File: config.mk
export PLATFORM = sky130hd
export DESIGN_NAME = dma_descriptor_chain_builder
export DESIGN_NICKNAME = d
export VERILOG_FILES = /design/src/dcb_pkg.sv /design/src/dcb_front.sv /design/src/dcb_queue.sv /design/src/dcb_back.sv /design/src/dma_descriptor_chain_builder.sv
export SDC_FILE = /design/constraint.sdc
export NUM_CORES = 1
export LEC_CHECK = 0
export BUFFER_PORTS_ARGS = -buffer_cell sky130_fd_sc_hd__buf_2
export CAP_MARGIN = 0
export CORE_ASPECT_RATIO = 0.9
export CORE_MARGIN = 1.5
export CORE_UTILIZATION = 50
export CTS_CLUSTER_DIAMETER = 60
export DETAILED_ROUTE_END_ITERATION = 7
export PLACE_DENSITY = 0.69
export SLEW_MARGIN = 20
export SYNTH_ARGS = -nofsm -noshare
export SYNTH_HDL_FRONTEND = slang
export SYNTH_SLANG_ARGS = --single-unit
File: constraint.sdc
create_clock -name clock -period 19.3 [get_ports clock]
set_input_delay 1.93 -clock clock [delete_from_list [all_inputs] [get_ports clock]]
set_output_delay 1.93 -clock clock [all_outputs]
set_load 0.02 [all_outputs]
File: src/dcb_pkg.sv
// ----------------------------------------------------------------------------
// dcb_pkg: shared types and constants of the descriptor chain builder
// Holds the request, queue entry, configuration and result types plus the
// fixed field widths and codes used by front, queue and back.
// ----------------------------------------------------------------------------
`timescale 1ns / 1ps
`default_nettype none

package dcb_pkg;

   // fixed field widths
   localparam int ADDR_W   = 64;
   localparam int BYTES_W  = 18;
   localparam int SIZE_W   = 32;
   localparam int FUNC_W   = 2;
   localparam int SLOT_W   = 8;
   localparam int PGIDX_W  = 3;
   localparam int CSR_IDX_W = 3;

   // descriptor geometry
   localparam int DESC_BYTES = 20;

   // request function codes
   localparam logic [FUNC_W-1:0] FUNC_START  = 2'd0;
   localparam logic [FUNC_W-1:0] FUNC_MAP    = 2'd1;
   localparam logic [FUNC_W-1:0] FUNC_FINISH = 2'd2;

   // register indexes
   localparam logic [CSR_IDX_W-1:0] CSR_PAGE_COUNT  = 3'd0;
   localparam logic [CSR_IDX_W-1:0] CSR_PAGE_BASE_0 = 3'd1;
   localparam logic [CSR_IDX_W-1:0] CSR_PAGE_BASE_1 = 3'd2;
   localparam logic [CSR_IDX_W-1:0] CSR_PAGE_BASE_2 = 3'd3;
   localparam logic [CSR_IDX_W-1:0] CSR_PAGE_BASE_3 = 3'd4;

   // reset values of the registers
   localparam logic [PGIDX_W-1:0] PAGE_COUNT_RESET = 3'd4;

   // queue between front and back
   localparam int QUEUE_DEPTH = 2;

   // classified operation carried through the queue
   typedef enum logic [1:0] {
      OP_START,
      OP_MAP,
      OP_FINISH
   } op_type;

   typedef struct packed {
      op_type              op;
      logic [ADDR_W-1:0]   addr;
      logic [BYTES_W-1:0]  bytes;
   } entry_type;

   // configuration seen by the back end
   typedef struct packed {
      logic [PGIDX_W-1:0]         page_count;
      logic [3:0][ADDR_W-1:0]     page_base;
   } cfg_type;

   // one emitted descriptor
   typedef struct packed {
      logic [ADDR_W-1:0]  slot_addr;
      logic [ADDR_W-1:0]  page_word;
      logic [SIZE_W-1:0]  size_word;
      logic [ADDR_W-1:0]  next_word;
      logic               last;
      logic               overflow;
   } res_type;

   // back end sequencer states
   typedef enum logic {
      ST_IDLE,
      ST_MAP
   } back_state_type;

endpackage

`default_nettype wire

File: src/dcb_front.sv
// ----------------------------------------------------------------------------
// dcb_front: request intake and classification
// Takes request beats, drops those that cannot change anything (unused code,
// map shorter than one page) and pushes the rest into the queue.
// ----------------------------------------------------------------------------
`timescale 1ns / 1ps
`default_nettype none

module dcb_front #(
   parameter int DESCS_PER_PAGE = 204
) (
   input  wire logic                          req_valid,
   output logic                               req_stall,
   input  wire logic [dcb_pkg::FUNC_W-1:0]    req_func,
   input  wire logic [dcb_pkg::ADDR_W-1:0]    req_block_addr,
   input  wire logic [dcb_pkg::BYTES_W-1:0]   req_block_bytes,
   input  wire logic                          q_full,
   output logic                               q_push,
   output dcb_pkg::entry_type                 q_data
);
   import dcb_pkg::*;

   localparam int PAGE_BYTES = DESCS_PER_PAGE * DESC_BYTES;
   localparam logic [BYTES_W-1:0] PAGE_BYTES_W = BYTES_W'(PAGE_BYTES);

   logic keep;

   // stall only on a full queue
   assign req_stall = q_full;

   // classify the beat
   always_comb begin
      keep       = 1'b0;
      q_data.op    = OP_START;
      q_data.addr  = req_block_addr;
      q_data.bytes = req_block_bytes;
      case (req_func)
         FUNC_START: begin
            keep      = 1'b1;
            q_data.op = OP_START;
         end
         FUNC_MAP: begin
            // less than one whole page maps nothing
            keep      = (req_block_bytes >= PAGE_BYTES_W);
            q_data.op = OP_MAP;
         end
         FUNC_FINISH: begin
            keep      = 1'b1;
            q_data.op = OP_FINISH;
         end
         default: begin
            keep = 1'b0;
         end
      endcase
   end

   assign q_push = req_valid && !q_full && keep;

endmodule

`default_nettype wire

File: src/dcb_queue.sv
// ----------------------------------------------------------------------------
// dcb_queue: short queue between front and back
// Small first-in first-out buffer of classified requests.
// ----------------------------------------------------------------------------
`timescale 1ns / 1ps
`default_nettype none

module dcb_queue (
   input  wire logic                 clock,
   input  wire logic                 reset,
   input  wire logic                 push,
   input  wire dcb_pkg::entry_type   push_data,
   output logic                      full,
   input  wire logic                 pop,
   output logic                      valid,
   output dcb_pkg::entry_type        pop_data
);
   import dcb_pkg::*;

   localparam int AW = (QUEUE_DEPTH > 1) ? $clog2(QUEUE_DEPTH) : 1;
   localparam int CW = $clog2(QUEUE_DEPTH + 1);
   localparam logic [AW-1:0] LAST_PTR = AW'(QUEUE_DEPTH - 1);
   localparam logic [CW-1:0] DEPTH_C  = CW'(QUEUE_DEPTH);

   entry_type         slots_ff [QUEUE_DEPTH];
   logic [AW-1:0]     wr_ptr_ff, wr_ptr_in;
   logic [AW-1:0]     rd_ptr_ff, rd_ptr_in;
   logic [CW-1:0]     count_ff, count_in;

   assign full     = (count_ff == DEPTH_C);
   assign valid    = (count_ff != '0);
   assign pop_data = slots_ff[rd_ptr_ff];

   // pointer and fill count update
   always_comb begin
      wr_ptr_in = wr_ptr_ff;
      rd_ptr_in = rd_ptr_ff;
      count_in  = count_ff;
      if (push) begin
         wr_ptr_in = (wr_ptr_ff == LAST_PTR) ? '0 : wr_ptr_ff + 1'b1;
      end
      if (pop) begin
         rd_ptr_in = (rd_ptr_ff == LAST_PTR) ? '0 : rd_ptr_ff + 1'b1;
      end
      if (push && !pop) begin
         count_in = count_ff + 1'b1;
      end else if (pop && !push) begin
         count_in = count_ff - 1'b1;
      end
   end

   always_ff @(posedge clock) begin
      if (reset) begin
         wr_ptr_ff <= '0;
         rd_ptr_ff <= '0;
         count_ff  <= '0;
      end else begin
         wr_ptr_ff <= wr_ptr_in;
         rd_ptr_ff <= rd_ptr_in;
         count_ff  <= count_in;
      end
   end

   // entry storage
   always_ff @(posedge clock) begin
      if (push) begin
         slots_ff[wr_ptr_ff] <= push_data;
      end
   end

endmodule

`default_nettype wire

File: src/dcb_back.sv
// ----------------------------------------------------------------------------
// dcb_back: descriptor sequencer
// Pops classified requests, walks the pages of a block one per cycle when not
// stalled, allocates descriptor slots and drives the result output register.
// ----------------------------------------------------------------------------
`timescale 1ns / 1ps
`default_nettype none

module dcb_back #(
   parameter int DESCS_PER_PAGE      = 204,
   parameter int MAX_DESC_PAGES      = 4,
   parameter int MAX_PAGES_PER_BLOCK = 47
) (
   input  wire logic                 clock,
   input  wire logic                 reset,
   input  wire dcb_pkg::cfg_type     cfg,
   input  wire logic                 q_valid,
   input  wire dcb_pkg::entry_type   q_data,
   output logic                      q_pop,
   output logic                      rsp_valid,
   input  wire logic                 rsp_stall,
   output dcb_pkg::res_type          rsp
);
   import dcb_pkg::*;

   localparam int PAGE_BYTES = DESCS_PER_PAGE * DESC_BYTES;
   localparam int CNT_W      = $clog2(MAX_PAGES_PER_BLOCK + 1);
   localparam logic [BYTES_W-1:0] PAGE_BYTES_B = BYTES_W'(PAGE_BYTES);
   localparam logic [ADDR_W-1:0]  PAGE_BYTES_A = ADDR_W'(PAGE_BYTES);
   localparam logic [ADDR_W-1:0]  DESC_BYTES_A = ADDR_W'(DESC_BYTES);
   localparam logic [SIZE_W-1:0]  SIZE_WORD    = SIZE_W'(PAGE_BYTES) | SIZE_W'(7);
   localparam logic [SLOT_W-1:0]  SLOTS_FULL   = SLOT_W'(DESCS_PER_PAGE);
   localparam logic [PGIDX_W-1:0] MAX_PAGES_C  = PGIDX_W'(MAX_DESC_PAGES);
   localparam logic [CNT_W-1:0]   MAX_CNT      = CNT_W'(MAX_PAGES_PER_BLOCK);
   localparam logic [ADDR_W-1:0]  LINK_FLAG    = 64'h2;
   localparam logic [ADDR_W-1:0]  PAGE_FLAGS   = 64'h7;

   back_state_type        state_ff, state_in;
   logic                  halted_ff, halted_in;
   logic                  pend_valid_ff, pend_valid_in;
   logic [ADDR_W-1:0]     pend_slot_ff, pend_slot_in;
   logic [ADDR_W-1:0]     pend_page_ff, pend_page_in;
   logic [ADDR_W-1:0]     cursor_ff, cursor_in;
   logic [SLOT_W-1:0]     slots_ff, slots_in;
   logic [PGIDX_W-1:0]    npi_ff, npi_in;
   logic [BYTES_W-1:0]    rem_ff, rem_in;
   logic [ADDR_W-1:0]     addr_ff, addr_in;
   logic [CNT_W-1:0]      cnt_ff, cnt_in;
   logic                  out_valid_ff, out_valid_in;
   res_type               out_ff, out_in;

   logic                  out_free;
   logic [PGIDX_W-1:0]    usable;
   logic                  more;
   logic [BYTES_W-1:0]    rem_after;
   logic [CNT_W-1:0]      cnt_inc;
   logic                  more_after;
   logic                  wrap;
   logic [ADDR_W-1:0]     cur;
   logic [SLOT_W-1:0]     slots_eff;
   logic                  emit;
   logic [ADDR_W-1:0]     emit_next;
   logic                  emit_last;
   logic                  emit_ovf;

   assign rsp_valid = out_valid_ff;
   assign rsp       = out_ff;

   // output register can take a new beat
   assign out_free = !out_valid_ff || !rsp_stall;

   // usable descriptor pages, clamped to the legal range
   always_comb begin
      if (cfg.page_count == '0) begin
         usable = PGIDX_W'(1);
      end else if (cfg.page_count > MAX_PAGES_C) begin
         usable = MAX_PAGES_C;
      end else begin
         usable = cfg.page_count;
      end
   end

   // page walk conditions
   assign more       = (rem_ff >= PAGE_BYTES_B) && (cnt_ff < MAX_CNT);
   assign rem_after  = rem_ff - PAGE_BYTES_B;
   assign cnt_inc    = cnt_ff + 1'b1;
   assign more_after = (rem_after >= PAGE_BYTES_B) && (cnt_inc < MAX_CNT);
   assign wrap       = (slots_ff == '0);
   assign cur        = wrap ? cfg.page_base[npi_ff[1:0]] : cursor_ff;
   assign slots_eff  = wrap ? SLOTS_FULL : slots_ff;

   // sequencer next state
   always_comb begin
      state_in      = state_ff;
      halted_in     = halted_ff;
      pend_valid_in = pend_valid_ff;
      pend_slot_in  = pend_slot_ff;
      pend_page_in  = pend_page_ff;
      cursor_in     = cursor_ff;
      slots_in      = slots_ff;
      npi_in        = npi_ff;
      rem_in        = rem_ff;
      addr_in       = addr_ff;
      cnt_in        = cnt_ff;
      q_pop         = 1'b0;
      emit          = 1'b0;
      emit_next     = LINK_FLAG;
      emit_last     = 1'b0;
      emit_ovf      = 1'b0;
      case (state_ff)
         ST_IDLE: begin
            if (q_valid && out_free) begin
               q_pop = 1'b1;
               case (q_data.op)
                  OP_START: begin
                     halted_in     = 1'b0;
                     pend_valid_in = 1'b0;
                     pend_slot_in  = '0;
                     pend_page_in  = '0;
                     cursor_in     = cfg.page_base[0];
                     slots_in      = SLOTS_FULL;
                     npi_in        = PGIDX_W'(1);
                  end
                  OP_FINISH: begin
                     if (!halted_ff) begin
                        // close the loop back to the first descriptor page
                        emit          = pend_valid_ff;
                        emit_next     = cfg.page_base[0] | LINK_FLAG;
                        emit_last     = 1'b1;
                        pend_valid_in = 1'b0;
                        halted_in     = 1'b1;
                     end
                  end
                  OP_MAP: begin
                     if (!halted_ff) begin
                        rem_in   = q_data.bytes;
                        addr_in  = q_data.addr;
                        cnt_in   = '0;
                        state_in = ST_MAP;
                     end
                  end
                  default: begin
                  end
               endcase
            end
         end
         ST_MAP: begin
            if (out_free) begin
               if (!more) begin
                  state_in = ST_IDLE;
               end else if (wrap && (npi_ff >= usable)) begin
                  // descriptor pages exhausted: flush unlinked and halt
                  emit          = pend_valid_ff;
                  emit_next     = LINK_FLAG;
                  emit_last     = 1'b1;
                  emit_ovf      = 1'b1;
                  pend_valid_in = 1'b0;
                  halted_in     = 1'b1;
                  state_in      = ST_IDLE;
               end else begin
                  // link the held descriptor to this slot, hold the new one
                  emit          = pend_valid_ff;
                  emit_next     = cur | LINK_FLAG;
                  emit_last     = !more_after;
                  if (wrap) begin
                     npi_in = npi_ff + 1'b1;
                  end
                  pend_valid_in = 1'b1;
                  pend_slot_in  = cur;
                  pend_page_in  = addr_ff;
                  cursor_in     = cur + DESC_BYTES_A;
                  slots_in      = slots_eff - 1'b1;
                  addr_in       = addr_ff + PAGE_BYTES_A;
                  rem_in        = rem_after;
                  cnt_in        = cnt_inc;
               end
            end
         end
         default: begin
            state_in = ST_IDLE;
         end
      endcase
   end

   // output register
   always_comb begin
      out_valid_in = out_valid_ff;
      out_in       = out_ff;
      if (emit) begin
         out_valid_in      = 1'b1;
         out_in.slot_addr  = pend_slot_ff;
         out_in.page_word  = pend_page_ff | PAGE_FLAGS;
         out_in.size_word  = SIZE_WORD;
         out_in.next_word  = emit_next;
         out_in.last       = emit_last;
         out_in.overflow   = emit_ovf;
      end else if (!rsp_stall) begin
         out_valid_in = 1'b0;
      end
   end

   always_ff @(posedge clock) begin
      if (reset) begin
         state_ff      <= ST_IDLE;
         halted_ff     <= 1'b0;
         pend_valid_ff <= 1'b0;
         cursor_ff     <= '0;
         slots_ff      <= SLOTS_FULL;
         npi_ff        <= PGIDX_W'(1);
         out_valid_ff  <= 1'b0;
      end else begin
         state_ff      <= state_in;
         halted_ff     <= halted_in;
         pend_valid_ff <= pend_valid_in;
         cursor_ff     <= cursor_in;
         slots_ff      <= slots_in;
         npi_ff        <= npi_in;
         out_valid_ff  <= out_valid_in;
      end
   end

   // payload registers
   always_ff @(posedge clock) begin
      pend_slot_ff <= pend_slot_in;
      pend_page_ff <= pend_page_in;
      rem_ff       <= rem_in;
      addr_ff      <= addr_in;
      cnt_ff       <= cnt_in;
      out_ff       <= out_in;
   end

`ifndef SYNTHESIS
   // a page walk never runs while halted
   a_map_not_halted: assert property (@(posedge clock) disable iff (reset)
      (state_ff == ST_MAP) |-> !halted_ff)
      else $error("page walk active while halted");

   // an overflow beat always ends its request
   a_ovf_last: assert property (@(posedge clock) disable iff (reset)
      (out_valid_ff && out_ff.overflow) |-> out_ff.last)
      else $error("overflow beat without last");

   // next page index stays within the descriptor pages
   a_npi_range: assert property (@(posedge clock) disable iff (reset)
      (npi_ff != '0) && (npi_ff <= MAX_PAGES_C))
      else $error("next page index out of range");

   // requests are only taken between page walks
   a_pop_idle: assert property (@(posedge clock) disable iff (reset)
      q_pop |-> (state_ff == ST_IDLE) && q_valid)
      else $error("queue popped outside idle");

   // the free slot count never exceeds one page
   a_slots_range: assert property (@(posedge clock) disable iff (reset)
      slots_ff <= SLOTS_FULL)
      else $error("slot count above page size");
`endif

endmodule

`default_nettype wire

File: src/dma_descriptor_chain_builder.sv
// ----------------------------------------------------------------------------
// dma_descriptor_chain_builder: circular scatter-gather descriptor chain
// Cuts buffer blocks into pages and emits one linked descriptor per page,
// placed into the configured descriptor pages.
// ----------------------------------------------------------------------------
// A start beat resets the chain, a map beat adds one descriptor per whole page
// of DESCS_PER_PAGE*20 bytes (at most MAX_PAGES_PER_BLOCK), and a finish beat
// links the last descriptor back to the first descriptor page. Each
// descriptor is held until the address of its successor is known, so a map
// beat's results lag one descriptor behind. A map beat walks its pages
// through the back-end sequencer and the result register one page per cycle
// while results do not stall, ending early when the descriptor pages run
// out; unused codes and maps shorter than one page are dropped at intake.
// The front end accepts one beat per cycle while its two-entry queue has
// room. Registers are to be written only while the block is idle; nothing
// in the block enforces this.
`timescale 1ns / 1ps
`default_nettype none

module dma_descriptor_chain_builder #(
   parameter int DESCS_PER_PAGE      = 204,
   parameter int MAX_DESC_PAGES      = 4,
   parameter int MAX_PAGES_PER_BLOCK = 47
) (
   input  wire logic                             clock,
   input  wire logic                             reset,
   // request channel
   input  wire logic                             req_valid,
   output logic                                  req_stall,
   input  wire logic [dcb_pkg::FUNC_W-1:0]       req_func,
   input  wire logic [dcb_pkg::ADDR_W-1:0]       req_block_addr,
   input  wire logic [dcb_pkg::BYTES_W-1:0]      req_block_bytes,
   // result channel
   output logic                                  rsp_valid,
   input  wire logic                             rsp_stall,
   output logic [dcb_pkg::ADDR_W-1:0]            rsp_slot_addr,
   output logic [dcb_pkg::ADDR_W-1:0]            rsp_page_word,
   output logic [dcb_pkg::SIZE_W-1:0]            rsp_size_word,
   output logic [dcb_pkg::ADDR_W-1:0]            rsp_next_word,
   output logic                                  rsp_last,
   output logic                                  rsp_overflow,
   // register write port
   input  wire logic                             csr_we,
   input  wire logic [dcb_pkg::CSR_IDX_W-1:0]    csr_index,
   input  wire logic [dcb_pkg::ADDR_W-1:0]       csr_wdata
);
   import dcb_pkg::*;

   cfg_type     cfg_ff, cfg_in;
   logic        q_push;
   entry_type   q_in;
   logic        q_full;
   logic        q_pop;
   logic        q_valid;
   entry_type   q_out;
   res_type     rsp_data;

   // register writes
   always_comb begin
      cfg_in = cfg_ff;
      if (csr_we) begin
         case (csr_index)
            CSR_PAGE_COUNT:  cfg_in.page_count   = csr_wdata[PGIDX_W-1:0];
            CSR_PAGE_BASE_0: cfg_in.page_base[0] = csr_wdata;
            CSR_PAGE_BASE_1: cfg_in.page_base[1] = csr_wdata;
            CSR_PAGE_BASE_2: cfg_in.page_base[2] = csr_wdata;
            CSR_PAGE_BASE_3: cfg_in.page_base[3] = csr_wdata;
            default: begin
            end
         endcase
      end
   end

   always_ff @(posedge clock) begin
      if (reset) begin
         cfg_ff.page_count <= PAGE_COUNT_RESET;
         cfg_ff.page_base  <= '0;
      end else begin
         cfg_ff <= cfg_in;
      end
   end

   // intake and classification
   dcb_front #(
      .DESCS_PER_PAGE (DESCS_PER_PAGE)
   ) u_front (
      .req_valid       (req_valid),
      .req_stall       (req_stall),
      .req_func        (req_func),
      .req_block_addr  (req_block_addr),
      .req_block_bytes (req_block_bytes),
      .q_full          (q_full),
      .q_push          (q_push),
      .q_data          (q_in)
   );

   // decoupling queue
   dcb_queue u_queue (
      .clock     (clock),
      .reset     (reset),
      .push      (q_push),
      .push_data (q_in),
      .full      (q_full),
      .pop       (q_pop),
      .valid     (q_valid),
      .pop_data  (q_out)
   );

   // descriptor sequencer
   dcb_back #(
      .DESCS_PER_PAGE      (DESCS_PER_PAGE),
      .MAX_DESC_PAGES      (MAX_DESC_PAGES),
      .MAX_PAGES_PER_BLOCK (MAX_PAGES_PER_BLOCK)
   ) u_back (
      .clock     (clock),
      .reset     (reset),
      .cfg       (cfg_ff),
      .q_valid   (q_valid),
      .q_data    (q_out),
      .q_pop     (q_pop),
      .rsp_valid (rsp_valid),
      .rsp_stall (rsp_stall),
      .rsp       (rsp_data)
   );

   // result fields
   assign rsp_slot_addr = rsp_data.slot_addr;
   assign rsp_page_word = rsp_data.page_word;
   assign rsp_size_word = rsp_data.size_word;
   assign rsp_next_word = rsp_data.next_word;
   assign rsp_last      = rsp_data.last;
   assign rsp_overflow  = rsp_data.overflow;

endmodule

`default_nettype wire

=== After elaboration in Yosys (flattened, before gate mapping) ===
Memory sizes are Yosys's and may differ from the RTL's. A register that Yosys moved wholly into a read port is not among the register bits.
Cells that the tools add are included.

* Equal/unequal tests: 21
* Magnitude comparators: 8
* Reductions and logical operators: 34
* Muxes and demuxes: 109
* Add/subtract/negate cells: 10
* Bitwise logic cells: 1

{| class="wikitable"
|+ Operator list
! kind !! number
|-
| two-way mux 64 bit || 27
|-
| case mux 64 bit (2 select lines) || 5
|-
| binary-select mux 64 bit (select 2 bit) || 1
|-
| two-way mux 18 bit || 6
|-
| adder 64 x 12 -> 64 bit (second input constant) || 1
|-
| adder 64 x 5 -> 64 bit (second input constant) || 1
|-
| greater-or-equal comparator 18 x 12 -> 1 bit (second input constant) || 3
|-
| two-way mux 8 bit || 6
|-
| two-way mux 6 bit || 6
|-
| case mux 18 bit (2 select lines) || 1
|-
| two-way mux 1 bit || 35
|-
| two-way mux 3 bit || 8
|-
| subtractor 18 x 12 -> 18 bit (second input constant) || 1
|-
| inequality test 2 bit (second input constant) || 8
|-
| case mux 1 bit (2 select lines) || 8
|-
| case mux 8 bit (2 select lines) || 1
|-
| AND reduction 5 bit || 3
|-
| less-than comparator 6 bit (second input constant) || 2
|-
| case mux 6 bit (2 select lines) || 1
|-
| AND reduction 6 bit || 2
|-
| AND reduction 2 bit || 5
|-
| logical AND 1 bit || 8
|-
| logical NOT 8 bit || 1
|-
| subtractor 8 x 1 -> 8 bit (second input constant) || 1
|-
| 26 further kinds || 42
|}

* Bits of input ports: 156
* Output and inout bits: 228
* Register bits: 749
* Bits in writable memories: 168
* Logic and storage cells: 209
* Memories: 1

{| class="wikitable"
|+ Memories
! memory !! depth !! width !! rd ports !! clocked after memory_dff !! wr ports !! line !! text
|-
| u_queue.slots_ff || 2 || 84 || 1 || 1 || 1 || dcb_queue.sv:25 || <nowiki>entry_type slots_ff [QUEUE_DEPTH];</nowiki>
|}

=== Longest topological paths before layout ===
* Word-level depth: 9
* Gate-level depth with buffers: 21

=== By module ===
A second synthesis with hierarchy kept.

* Cell total of the unflattened synthesis: 3227
* Area total of the unflattened synthesis: 40908.0 um^2

{| class="wikitable"
|+ Modules (own cells, without submodules)
! module !! cells an instance !! seq. area each (um^2) !! area each (um^2) !! instances
|-
| dcb_back || 1938 || 13472.9 || 23478.8 || 1
|-
| dma_descriptor_chain_builder || 914 || 5185.0 || 10228.6 || 1
|-
| dcb_queue || 283 || 5144.9 || 6511.2 || 1
|-
| dcb_front || 92 || 0.0 || 689.4 || 1
|}

=== Least setup slack after synthesis ===
No wires, ideal clock.

* Path type: input port to flip-flop
* Start point: input rsp_stall
* End point: register u_back.out_ff (netlist bit u_back.rsp[0]) (enable)
* Buffers on the path: 1
* Required time: 18.266 ns
* Slack: 1.749 ns
* Data arrival time: 16.517 ns
* Stages: 6
* Cell sequence: nand2_1 > nand2_1 > nor4b_1 > clkbuf_1 > inv_1 > a21boi_0

* Cells in the longest elaborated chain, start to end: 5
* Elaborated cells between the ends (all ways): 6
* Classes of those cells: mux: 3; reduce/logical: 3

{| class="wikitable"
|+ Ends and longest elaborated chain
! item !! line !! text
|-
| start, declared || dma_descriptor_chain_builder.sv:35 || <nowiki>input wire logic rsp_stall,</nowiki>
|-
| logical NOT 1 bit (*) || dcb_back.sv:70 || <nowiki>assign out_free = !out_valid_ff || !rsp_stall;</nowiki>
|-
| logical OR 1 bit (*) || dcb_back.sv:70 ||
|-
| logical AND 1 bit || dcb_back.sv:112 || <nowiki>if (q_valid && out_free) begin</nowiki>
|-
| two-way mux 1 bit || dcb_back.sv:112 ||
|-
| case mux 1 bit (2 select lines) (*) || dcb_back.sv:110 || <nowiki>case (state_ff)</nowiki>
|-
| named net u_back.emit || dcb_back.sv:61 || <nowiki>logic emit;</nowiki>
|-
| end signal, assigned || dcb_back.sv:229 || <nowiki>out_ff <= out_in;</nowiki>
|-
| end, declared || dcb_back.sv:50 || <nowiki>res_type out_ff, out_in;</nowiki>
|}

The timed path passes the listed nets; every way through them passes the cells marked *.
A chain may end at the register's enable or synchronous reset.

=== Worst setup path in the final report ===
* Start point: register u_back.npi_ff[1]
* End point: register u_back.cursor_ff[52]

* Cells in the longest elaborated chain, start to end: 8
* Elaborated cells between the ends (all ways): 12
* Classes of those cells: add/sub: 1; order compare: 1; eq/ne: 1; mux: 7; reduce/logical: 2

{| class="wikitable"
|+ Ends and longest elaborated chain
! item !! line !! text
|-
| start, declared || dcb_back.sv:45 || <nowiki>logic [PGIDX_W-1:0] npi_ff, npi_in;</nowiki>
|-
| start signal, assigned || dcb_back.sv:217 || <nowiki>npi_ff <= npi_in;</nowiki>
|-
| binary-select mux 64 bit (select 2 bit) || dcb_back.sv:89 || <nowiki>assign cur = wrap ? cfg.page_base[npi_ff[1:0]] : cursor_ff;</nowiki>
|-
| two-way mux 64 bit (not written as such) || dcb_back.sv:89 ||
|-
| two-way mux 64 bit || dcb_back.sv:89 ||
|-
| named net u_back.cur[2] || dcb_back.sv:59 || <nowiki>logic [ADDR_W-1:0] cur;</nowiki>
|-
| adder 64 x 5 -> 64 bit || dcb_back.sv:171 || <nowiki>cursor_in = cur + DESC_BYTES_A;</nowiki>
|-
| two-way mux 64 bit || dcb_back.sv:151 || <nowiki>end else if (wrap && (npi_ff >= usable)) begin</nowiki>
|-
| two-way mux 64 bit || dcb_back.sv:149 || <nowiki>if (!more) begin</nowiki>
|-
| two-way mux 64 bit || dcb_back.sv:148 || <nowiki>if (out_free) begin</nowiki>
|-
| case mux 64 bit (2 select lines) || dcb_back.sv:110 ||
|-
| end signal, assigned || dcb_back.sv:215 || <nowiki>cursor_ff <= cursor_in;</nowiki>
|-
| end, declared || dcb_back.sv:43 || <nowiki>logic [ADDR_W-1:0] cursor_ff, cursor_in;</nowiki>
|}

The timed path passes the listed nets, and every way through them passes these cells. The select of a mux whose other input is x is not followed.

==> results.toml <==
[clocking]
clock_sinks = 893
clock_latency_ns = 0.66
post_cts.repair.setup_buffers = 0
cts_buffer_depth = 3
cts_inserted_buffers = 91
cts_resized = 0
cts_hold_repair.buffers = 0
cts-htree-levels = 3
root_buffer = "clkbuf_16"
clk_pin_slew_ns = 0.06
cts_tree = "built"

[global_route]
grt_pass1_vias = 26400
grt_use_total_pct = 26.54
grt_antenna_before_repair = 28
grt_max_degree = 199
grt_overflow = 0
grt_pass1_wl_mm = 157.5

[worst_setup_path]
cp-start-kind = "register"
worstPathArrival_ns = 5.95
setup.worst_path.end_class = "register"
crit_chain = "buf_4 -> mux4_2 -> mux2i_1 -> inv_1 -> ha_1 -> inv_1 -> a32oi_1 -> nand4_2 -> nor4_2 -> nand4_1 -> xor2_1 -> o22ai_1"
cpMostUsedCell = "inv_1"
crit_fanout = 36
cpPeakStageDelay_ns = 1.12
cp_num_buf_inv = 3
critPathSlowestCell = "nor4_2"
cp_top_family = "simple AND/OR/NAND/NOR gates"
cp.required_ns = 19.86
reg2reg_setup_slack_ns = 13.90
path_class = "register to register"

[routing]
routedWlPerCell_um = 22.14
vias = 27360
drt_iter0_markers = 2612
wl_mm = 104.2
drt_first_pass_iters = 6
viasPerCell = 5.815
remaining_drc_errors = 0
antenna_left = 0

[pwr]
total_power_w = 0.005113
p_int_w = 0.003633
p_sw_w = 0.001480
p_seq_share_pct = 49.1
power_frac_comb_pct = 16.1
vdd_ir_drop_max_mv = 0.07780
clkPwrFrac_pct = 34.8
power_density_nw_per_um2 = 118.1
swShare_pct = 28.94
p_leak_nw = 14.88

[synthesis]
ys_warn_count = 0
syn_inst = 3384
async_reset_ff_share_pct = 0
ys_seq_elements = 893
synth_fa_ha_area_share_pct = 0.4233
synth-xor-area-share_pct = 2.546
syn-mean-instance-area_um2 = 11.18
synth_top_family_by_area = "simple AND/OR/NAND/NOR gates"
synthMuxAreaShare_pct = 6.313
synth_flop_cell = "edfxtp_1"
ys_seq_area_share_pct = 61.80
synth_area_um2 = 37840
synth_compound_area_share_pct = 10.90
yosys.area_share.simple_pct = 14.71
ys_types = 71
synth-edff-count = 550

[sta]
finalHoldViolations = 0
finalClockSkew_ns = 0.02498
finalSetupViolations = 0
tns_ns = 0
fmax_mhz = 185.3
relSlewSlack_pct = 20.17
timing.final.crit_share_pct = 27.96
worst_pin_slew_ns = 1.187
finalWorstPathRequiredPeriod_ns = 5.396
rsz0062_at_grt = "false"
slew_violations = 0

[place]
portBuffers = 340
dp_hpwl_mm = 63.19
place_inst = 4515
gp_congestion = 0.8762

[floorplan]
dieWidth_um = 293.0
start_util_pct = 50.61
ioPinCount = 384
placementRows = 95
coreArea_um2 = 74770
dieArea_um2 = 77330
dieHeight_um = 264.0

[run]
cap_violations = 0

[cells_and_area]
drive_gt1_share_pct = 16.82
fin_cells = 4705
final_cell_mix = "728 x nand2_1, 550 x edfxtp_1, 362 x a21oi_1, 339 x dfxtp_1, 339 x buf_2"
syn2layout_area_growth_pct = 14.40
final_common_cell = "nand2_1"
fin_nets = 3806

[min_path]
min_path_type = "register to register"

[outcome]
outcome = "complete, no violations"
[registers in the layout, indices dropped and copies added, names as in the netlist, named ones only]
| register | flops |
|---|---|
| u_back.pend_page_ff | 61 |
| u_queue.rd_ptr_ff | 1 |
| u_back.cursor_ff | 64 |
| u_back.rsp_valid | 1 |
| u_back.cnt_ff | 6 |
| u_back.npi_ff | 3 |
| u_back.rem_ff | 14 |
| cfg_ff | 259 |
| u_queue.wr_ptr_ff | 1 |
| u_queue.slots_ff | 154 |
| u_back.pend_slot_ff | 64 |
| u_back.rsp | 190 |
| u_back.halted_ff | 1 |
| u_back.pend_valid_ff | 1 |
| u_back.state_ff | 1 |
| u_back.addr_ff | 61 |
| u_back.slots_ff | 8 |
| u_queue.count_ff | 2 |
[power groups by stage]
stage	combinational, W	clock (W)	sequential (W)
after floorplan	0.000595	0	0.00251
after global placement	0.000800	0	0.00253
after detailed placement	0.000815	0	0.00254
after CTS	0.000819	0.00181	0.00251
after global routing	0.000900	0.00188	0.00254
final	0.000825	0.00178	0.00251
[synthesized netlist by cell type, types with 7 or more instances]
cell type,n,area [um2]
a211oi_1,47,352.8
a21o_1,17,127.6
a21oi_1,362,1812
a22o_1,42,367.9
a22oi_1,7,52.55
a31oi_1,24,150.1
and2_1,96,600.6
and3_1,28,175.2
and4_1,8,70.07
buf_1,21,78.83
buf_2,17,85.08
buf_4,45,337.8
clkbuf_1,168,630.6
dfxtp_1,343,6867
edfxtp_1,550,16520
ha_1,12,150.1
inv_1,24,90.09
mux2_2,13,146.4
mux2i_1,80,800.8
mux4_2,64,1441
nand2_1,728,2733
nand2b_1,9,56.30
nand3_1,69,345.3
nand3b_1,9,67.56
nand4_1,40,250.2
nor2_1,122,457.9
nor2b_1,43,269.0
nor3_1,31,155.2
nor4_1,11,68.82
o211ai_1,23,172.7
o21ai_0,109,545.5
o22ai_1,14,87.58
or3_1,18,112.6
xnor2_1,53,464.2
xor2_1,57,499.2
[path summary, 6_finish.rpt]
path                                            end                             startpoint  depth (start not counted)
setup reg to reg  u_back.cursor_ff[52]$_SDFFE_PP0P_          u_back.npi_ff[1]$_SDFFE_PP0P_                         12
hold reg to reg           u_back.rsp[109]$_DFFE_PP_  u_back.pend_page_ff[11]$_SDFFCE_PN0P_                          0
setup / recovery  u_back.cursor_ff[52]$_SDFFE_PP0P_          u_back.npi_ff[1]$_SDFFE_PP0P_                         12
hold / removal            u_back.rsp[109]$_DFFE_PP_  u_back.pend_page_ff[11]$_SDFFCE_PN0P_                          0
[metrics by stage]
step | utilization (%) | hold WS [ns] | setup WS, ns | area (um2)
finish | 57.89 | 0.4097 | 13.90 | 43290
global route | 57.88 | 0.4158 | 13.73 | 43280
CTS | 57.82 | 0.4076 | 14.03 | 43230
detailed placement | 53.75 | 0.4045 | 13.57 | 40190
global placement | 53.75 | 0.4005 | 13.63 | 40190
floorplan | - | 0.4003 | 1.749 | 37960
[kinds of logic (layout without fill, tap and decap cells)]
logic type / Yosys count / after routing
DFF: 893 / 893
buffers and inverters: 279 / 576
other: 2 / 56
AOI/OAI and AO/OA: 696 / 696
muxes: 157 / 157
xor gates and xnor gates: 110 / 110
adders and majority gates: 13 / 13
and+or+nand+nor: 1234 / 1234
[layout make-up]
| type | count | area [um2] |
|---|---|---|
| Fill cell | 6196 | 31480 |
| Inverter | 27 | 111.4 |
| Timing Repair Buffer | 379 | 2021 |
| Tap cell | 970 | 1214 |
| Antenna cell | 20 | 50.05 |
| Sequential cell | 893 | 23400 |
| Multi-Input combinational cell | 2246 | 13450 |
| Clock inverter | 60 | 621.8 |
| Clock buffer | 110 | 2421 |
[per-layer routing]
metal	track usage, %	part of all wire [%]
met3	5.494	8.3
met1	36.42	42
met4	11.50	3.9
met5	0	0.044
met2	40.92	45
Power figures use the tool's default switching activity.
